[src/design/gnl_pkg.sv]
// shared types, codes and helpers for the grid neighbor lister
`timescale 1ns / 1ps

package gnl_pkg;

  // default grid store size
  localparam int GNL_MAX_COLS = 256;
  localparam int GNL_MAX_ROWS = 256;

  // neighbors of one cell: four sides, then four diagonals
  localparam int NB_LIMIT = 8;
  localparam int NB_IDX_W = 3;

  // input item modes
  localparam logic [1:0] MODE_WRITE = 2'd0;
  localparam logic [1:0] MODE_QUERY = 2'd1;
  localparam logic [1:0] MODE_LIST  = 2'd2;

  // configuration register indexes
  localparam logic [1:0] REG_GRID_WIDTH    = 2'd0;
  localparam logic [1:0] REG_GRID_HEIGHT   = 2'd1;
  localparam logic [1:0] REG_DIAGONAL_RULE = 2'd2;

  // diagonal rule codes
  localparam logic [1:0] DIAG_NONE      = 2'd0;
  localparam logic [1:0] DIAG_BOTH_OPEN = 2'd1;
  localparam logic [1:0] DIAG_ONE_OPEN  = 2'd2;
  localparam logic [1:0] DIAG_ALL       = 2'd3;

  typedef enum logic [1:0] {
    KIND_WRITE,
    KIND_QUERY,
    KIND_LIST
  } kind_t;

  // one classified item waiting for the back end
  typedef struct packed {
    kind_t      kind;
    logic [7:0] col;
    logic [7:0] row;
    logic       cell_open;
  } q_item_t;

  // one result beat
  typedef struct packed {
    logic       found;
    logic [7:0] col;
    logic [7:0] row;
    logic       last;
  } res_t;

  // column step of neighbor i
  function automatic logic [1:0] nb_dx(input logic [NB_IDX_W-1:0] i);
    logic [1:0] d;
    case (i)
      3'd1, 3'd5, 3'd6: d = 2'b01;
      3'd3, 3'd4, 3'd7: d = 2'b11;
      default:          d = 2'b00;
    endcase
    return d;
  endfunction

  // row step of neighbor i, up is row - 1
  function automatic logic [1:0] nb_dy(input logic [NB_IDX_W-1:0] i);
    logic [1:0] d;
    case (i)
      3'd0, 3'd4, 3'd5: d = 2'b11;
      3'd2, 3'd6, 3'd7: d = 2'b01;
      default:          d = 2'b00;
    endcase
    return d;
  endfunction

  // coordinate plus a step of -1, 0 or +1, kept as 10-bit two's complement
  function automatic logic [9:0] step_coord(input logic [7:0] c, input logic [1:0] d);
    return {2'b00, c} + {{8{d[1]}}, d};
  endfunction

  // coordinate lies in 0 .. min(limit, store size) - 1
  function automatic logic coord_in(input logic [9:0] v, input logic [8:0] lim,
                                    input logic [12:0] maxv);
    return !v[9] && (v[8:0] < lim) && ({4'b0000, v[8:0]} < maxv);
  endfunction

endpackage

[src/design/gnl_front.sv]
// input side: accepts items, drops the ones without effect, queues the rest
`timescale 1ns / 1ps

module gnl_front #(
  parameter int MAX_COLS = gnl_pkg::GNL_MAX_COLS,
  parameter int MAX_ROWS = gnl_pkg::GNL_MAX_ROWS
) (
  input  logic             clk,
  input  logic             rst,
  input  logic             hold,
  input  logic             in_valid,
  output logic             in_ready,
  input  logic [1:0]       in_mode,
  input  logic [7:0]       in_col,
  input  logic [7:0]       in_row,
  input  logic             in_cell_open,
  input  logic [8:0]       grid_width,
  input  logic [8:0]       grid_height,
  output logic             q_valid,
  output gnl_pkg::q_item_t q_item,
  input  logic             q_pop
);

  import gnl_pkg::*;

  localparam logic [12:0] MaxC = 13'(MAX_COLS);
  localparam logic [12:0] MaxR = 13'(MAX_ROWS);

  q_item_t    entries [2];
  logic       wptr;
  logic       rptr;
  logic [1:0] count;

  logic    keep;
  logic    push;
  q_item_t item_in;

  always_comb begin
    item_in.col       = in_col;
    item_in.row       = in_row;
    item_in.cell_open = in_cell_open;
    item_in.kind      = KIND_WRITE;
    keep              = 1'b0;
    case (in_mode)
      MODE_WRITE: begin
        item_in.kind = KIND_WRITE;
        // writes outside the grid in use have no effect
        keep = coord_in({2'b00, in_col}, grid_width, MaxC) &&
               coord_in({2'b00, in_row}, grid_height, MaxR);
      end
      MODE_QUERY: begin
        item_in.kind = KIND_QUERY;
        keep         = 1'b1;
      end
      MODE_LIST: begin
        item_in.kind = KIND_LIST;
        keep         = 1'b1;
      end
      default: begin
        keep = 1'b0;
      end
    endcase
  end

  assign in_ready = !hold && (count != 2'd2);
  assign push     = in_valid && in_ready && keep;
  assign q_valid  = (count != 2'd0);
  assign q_item   = entries[rptr];

  always_ff @(posedge clk) begin
    if (rst) begin
      wptr  <= 1'b0;
      rptr  <= 1'b0;
      count <= 2'd0;
    end else begin
      if (push) begin
        entries[wptr] <= item_in;
        wptr          <= !wptr;
      end
      if (q_pop) begin
        rptr <= !rptr;
      end
      case ({push, q_pop})
        2'b10:   count <= count + 2'd1;
        2'b01:   count <= count - 2'd1;
        default: count <= count;
      endcase
    end
  end

endmodule

[config.mk]
export PLATFORM = sky130hd
export DESIGN_NAME = gnl_front
export DESIGN_NICKNAME = d
export VERILOG_FILES = /design/src/design/gnl_pkg.sv /design/src/design/gnl_front.sv
export SDC_FILE = /design/constraint.sdc
export NUM_CORES = 1
export LEC_CHECK = 0
export BUFFER_PORTS_ARGS = -buffer_cell sky130_fd_sc_hd__buf_2
export CAP_MARGIN = 20
export CORE_ASPECT_RATIO = 2
export CORE_UTILIZATION = 35
export DETAILED_ROUTE_END_ITERATION = 16
export GPL_ROUTABILITY_DRIVEN = 0
export PLACE_DENSITY = 0.62
export SKIP_CTS_REPAIR_TIMING = 1
export SYNTH_ARGS = -nofsm -noshare
export SYNTH_HDL_FRONTEND = slang
export SYNTH_SLANG_ARGS = --single-unit
[constraint.sdc]
create_clock -name clk -period 12.4 [get_ports clk]
set_input_delay 3.72 -clock clk [delete_from_list [all_inputs] [get_ports clk]]
set_output_delay 3.72 -clock clk [all_outputs]
set_load 0.05 [all_outputs]
### Word level (Yosys, flattened, before mapping)

Memory sizes are Yosys's and may differ from the RTL's. A register that Yosys moved wholly into a read port is not among the register bits.
Cells that the tools add are included.

| word-level totals | value |
|---|---|
| bits in writable memories | 38 |
| bits in registers | 4 |
| memories kept | 1 |
| logic and storage cells | 32 |
| input port bits | 42 |
| ROM bits | 0 |
| output and inout port bits | 21 |
| latch bits | 0 |

Memory list:

| name | words | width | read ports | clocked after Yosys merged registers in | write ports | RTL line | RTL |
|---|---|---|---|---|---|---|---|
| entries | 2 | 19 | 1 | 1 | 1 | gnl_front.sv:29 | `q_item_t entries [2];` |

| cells by class | value |
|---|---|
| equal/unequal tests | 5 |
| shift-type cells | 0 |
| reductions and logical operators | 11 |
| multiplexer cells | 8 |
| div/mod/pow operators | 0 |
| magnitude comparators | 2 |
| multipliers | 0 |
| add/subtract/negate cells | 2 |
| bitwise operators | 0 |

Operators with widths:

| operator | count |
|---|---|
| $lt 8x9->1 | 2 |
| $pmux 2 s2 | 2 |
| $mux 1 | 5 |
| $eq 2x1->1 const B | 2 |
| $eq 2x2->1 const B | 2 |
| $logic_and 1x1->1 | 4 |
| $reduce_bool 2->1 | 2 |
| $logic_not 1->1 | 3 |
| $add 2x1->2 const B | 1 |
| $logic_not 2->1 | 1 |
| $ne 2x2->1 const B | 1 |
| $pmux 1 s2 | 1 |
| $reduce_or 2->1 | 1 |
| $sub 2x1->2 const B | 1 |

### Depth between registers and ports, before layout

| logic depth | value |
|---|---|
| depth in word-level cells | 7 |
| mapped depth | 10 |

### Worst setup path before layout

No wires, ideal clock.

| path | value |
|---|---|
| kind | input -> output |
| start point | input port hold |
| end point | output port in_ready |
| cell stages on the path | 1 |
| arrival | 4.480 ns |
| required time | 8.680 ns |
| path slack | 4.200 ns |
| cells stage by stage | a21oi_1 |

| on the way | value |
|---|---|
| longest elaborated chain between the ends | 2 |

RTL lines:

| element | RTL line | RTL |
|---|---|---|
| from (decl) | gnl_front.sv:10 | `input logic hold,` |
| $logic_not 1->1 | gnl_front.sv:65 | `assign in_ready = !hold && (count != 2'd2);` |
| $logic_and 1x1->1 | gnl_front.sv:65 |  |
| to (decl) | gnl_front.sv:12 | `output logic in_ready,` |

Every way passes these cells.

### Worst setup path in the final report

Same ends and word-level chain as after synthesis.

==> flow_summary.yaml <==
outcome:
  run_status: "completed"
worst_setup_path:
  critPathMostFrequentCell: "buf_2"
  worstPathRequired_ns: 8.68
  r2r-end: "count[1]"
  worstPathMaxFanout: 2
  critical_path_arrival_ns: 4.21
  cp-end-kind: "output pin"
  r2r_setup_slack_ns: 10.19
  worstSetupPathType: "in -> out"
  worstRegToRegCells: 7
  critical_path.cell_chain: "buf_2 -> a21oi_1 -> buf_2"
  cp-start-kind: "primary input"
  reg2reg_from: "count[0]"
  max_stage_delay_ns: 0.27
  cp_slowest_cell: "buf_2"
routing:
  routedWlPerCell_um: 13.5
  viasPerCell: 4.88
  drt_wl_total_um: 3700
  drtIter0Drc: 54
  drc: 0
  num_vias: 1336
  drtPass1Iterations: 4
  drtAntennaViolNets: 0
timing:
  clock_skew_ns: 0.00282
  fin_crit_ns: 7.93
  slew_headroom: 0.404
  hold_violations: 0
  worstMarginPinSlew_ns: 0.893
  rsz0062_at_grt: "no"
  tns_ns: 0
  timing.fmax_ghz: 0.126
  final_max_slew_viol_count: 0
  fin_crit_sh: 0.639
  setup_viol: 0
floorplanning:
  die_area_um2: 6210
  io_pins: 63
  num_rows: 39
  die_width_um: 56.2
  die_y_um: 110
  core_area_um2: 5710
  floorplan.initialDensity: 0.361
min_path:
  hold_class: "reg -> reg"
  hp-start: "rptr"
  holdPathStages: 2
cts:
  clk_pin_slew_worst_paths_ns: 0.05
  clkLatencyLatePin_ns: 0.28
  h-tree-depth: 2
  cts_buffer_depth: 2
  cts_tree: "built"
  clockRootBuffer: "clkbuf_16"
  cts_buffers: 5
  clock-sinks: 43
layout:
  num_antenna_cells: 0
  fin_area_um2: 2620
  fin_util: 0.459
  nNetsFinal: 273
  layout_common_cells: "62 x buf_2, 38 x edfxtp_1, 19 x mux2_2, 19 x ha_1, 18 x inv_1"
  instances_no_fill: 274
  area_growth_pct: 27.4
  mostFrequentLayoutCell: "buf_2"
  drive_above_1_share: 0.455
synth:
  synth_edf_count: 38
  synth_warnings: 0
  syn-num-nets: 205
  ys_top_cells_by_area: "edfxtp_1 55%, ha_1 12%, mux2_2 10%, dfxtp_1 4.9%, inv_1 3.3%"
  yosysTopAreaCellShare: 0.554
  syn_inst: 144
  syn_area_um2: 2060
  ys_async_sr_fraction: 0
  ys_seq_elements: 43
  ys_types: 29
  synth_flop_cell: "edfxtp_1"
  syn_avg_cell_area_um2: 14.3
  synth_top_area_cell: "edfxtp_1"
  yosysSeqAreaShare: 0.603
global_route:
  antenna_found_initial: 0
  grt_max_degree: 20
  grt-ovfl-total: 0
  grt_pass1_wl_um: 6180
  grt_pass1_vias: 1429
  grt_usage: 0.132
placed_design:
  portBuffers: 62
  dp_hpwl_um: 2840
  place_area_um2: 2460
  place_inst: 266
power_and_ir_drop:
  p_switching_mw: 0.0901
  seqPwrFrac: 0.453
  clkPwrFrac: 0.382
  p_per_area_nw_per_um2: 141
  p_leak_nw: 1.13
  p_int_mw: 0.279
  pwr-share-comb: 0.165
  netSwitchingFraction: 0.244
  ir_worst_vdd_v: 0.0000995
job:
  maxCapViolCount: 0
-- layer usage --
layer  vias to the layer above  GRT usage  wire length (µm)
met5                         -          0                 0
met4                         0     0.0797               129
met3                         9     0.0328               134
met2                        33      0.252              2190
met1                       634      0.117              1250
li1                        660          -                 -
-- registers in the layout, summed over array words and instances, names as in the netlist, named ones only --
signal   cells
count        2
entries     38
rptr         1
wptr         1
-- worst max-delay path: cells and delay by family --
family                 cells  cell delay [ns]
AOI/OAI and AO/OA          1             0.10
buffers and inverters      2             0.39
-- power groups by stage --
| stage | Combinational [mW] | Sequential [mW] | Clock, mW |
|---|---|---|---|
| 2_1_floorplan | 0.0456 | 0.167 | 0 |
| 4_1_cts | 0.0619 | 0.167 | 0.145 |
| 3_5_place_dp | 0.0616 | 0.170 | 0 |
| 5_1_grt | 0.0663 | 0.168 | 0.151 |
| 6_report | 0.0610 | 0.167 | 0.141 |
| 3_3_place_gp | 0.0609 | 0.170 | 0 |
-- metrics by stage --
step,setup WS (ns),power (mW),hold WS [ns]
5_1_grt,4.46,0.385,0.572
4_1_cts,4.47,0.374,0.520
3_3_place_gp,4.47,0.231,0.498
2_1_floorplan,4.20,0.213,0.480
3_5_place_dp,4.47,0.232,0.499
6_report,4.47,0.369,0.517
-- area by class of cell --
class,count,area [µm²]
Clock inverter,3,38.8
Timing Repair Buffer,64,325
Fill cell,520,3090
Multi-Input combinational cell,79,744
Sequential cell,43,1240
Inverter,19,71.3
Tap cell,61,76.3
Clock buffer,5,125
-- synth_stat cells, types with 2 or more instances --
master,count
nand3_1,3
clkbuf_1,3
inv_1,18
nor2b_1,2
dfxtp_1,5
or3_1,2
nor2_1,6
edfxtp_1,38
o21ai_0,2
xnor2_1,2
ha_1,19
a21oi_1,9
mux2_2,19
-- how the worst max path moves through the flow --
stage / startpoint / endpoint / cells after the start
after floorplan: hold / in_ready / 1
after detailed placement: hold / in_ready / 3
after CTS: hold / in_ready / 3
after global routing: hold / in_ready / 3
final: hold / in_ready / 3
after global placement: hold / in_ready / 3
-- cell families (layout without fill, tap and decap cells) --
family	Yosys count	after routing	synth area share
AO/OA/AOI/OAI	17	17	0.0644
XOR/XNOR	3	3	0.0128
adder cells (fa/ha/maj)	19	19	0.116
buffers and inverters	22	91	0.0401
flip-flops	43	43	0.603
multiplexers	20	20	0.111
AND/OR/NAND/NOR	20	20	0.0529
Power figures use the tool's default switching activity.
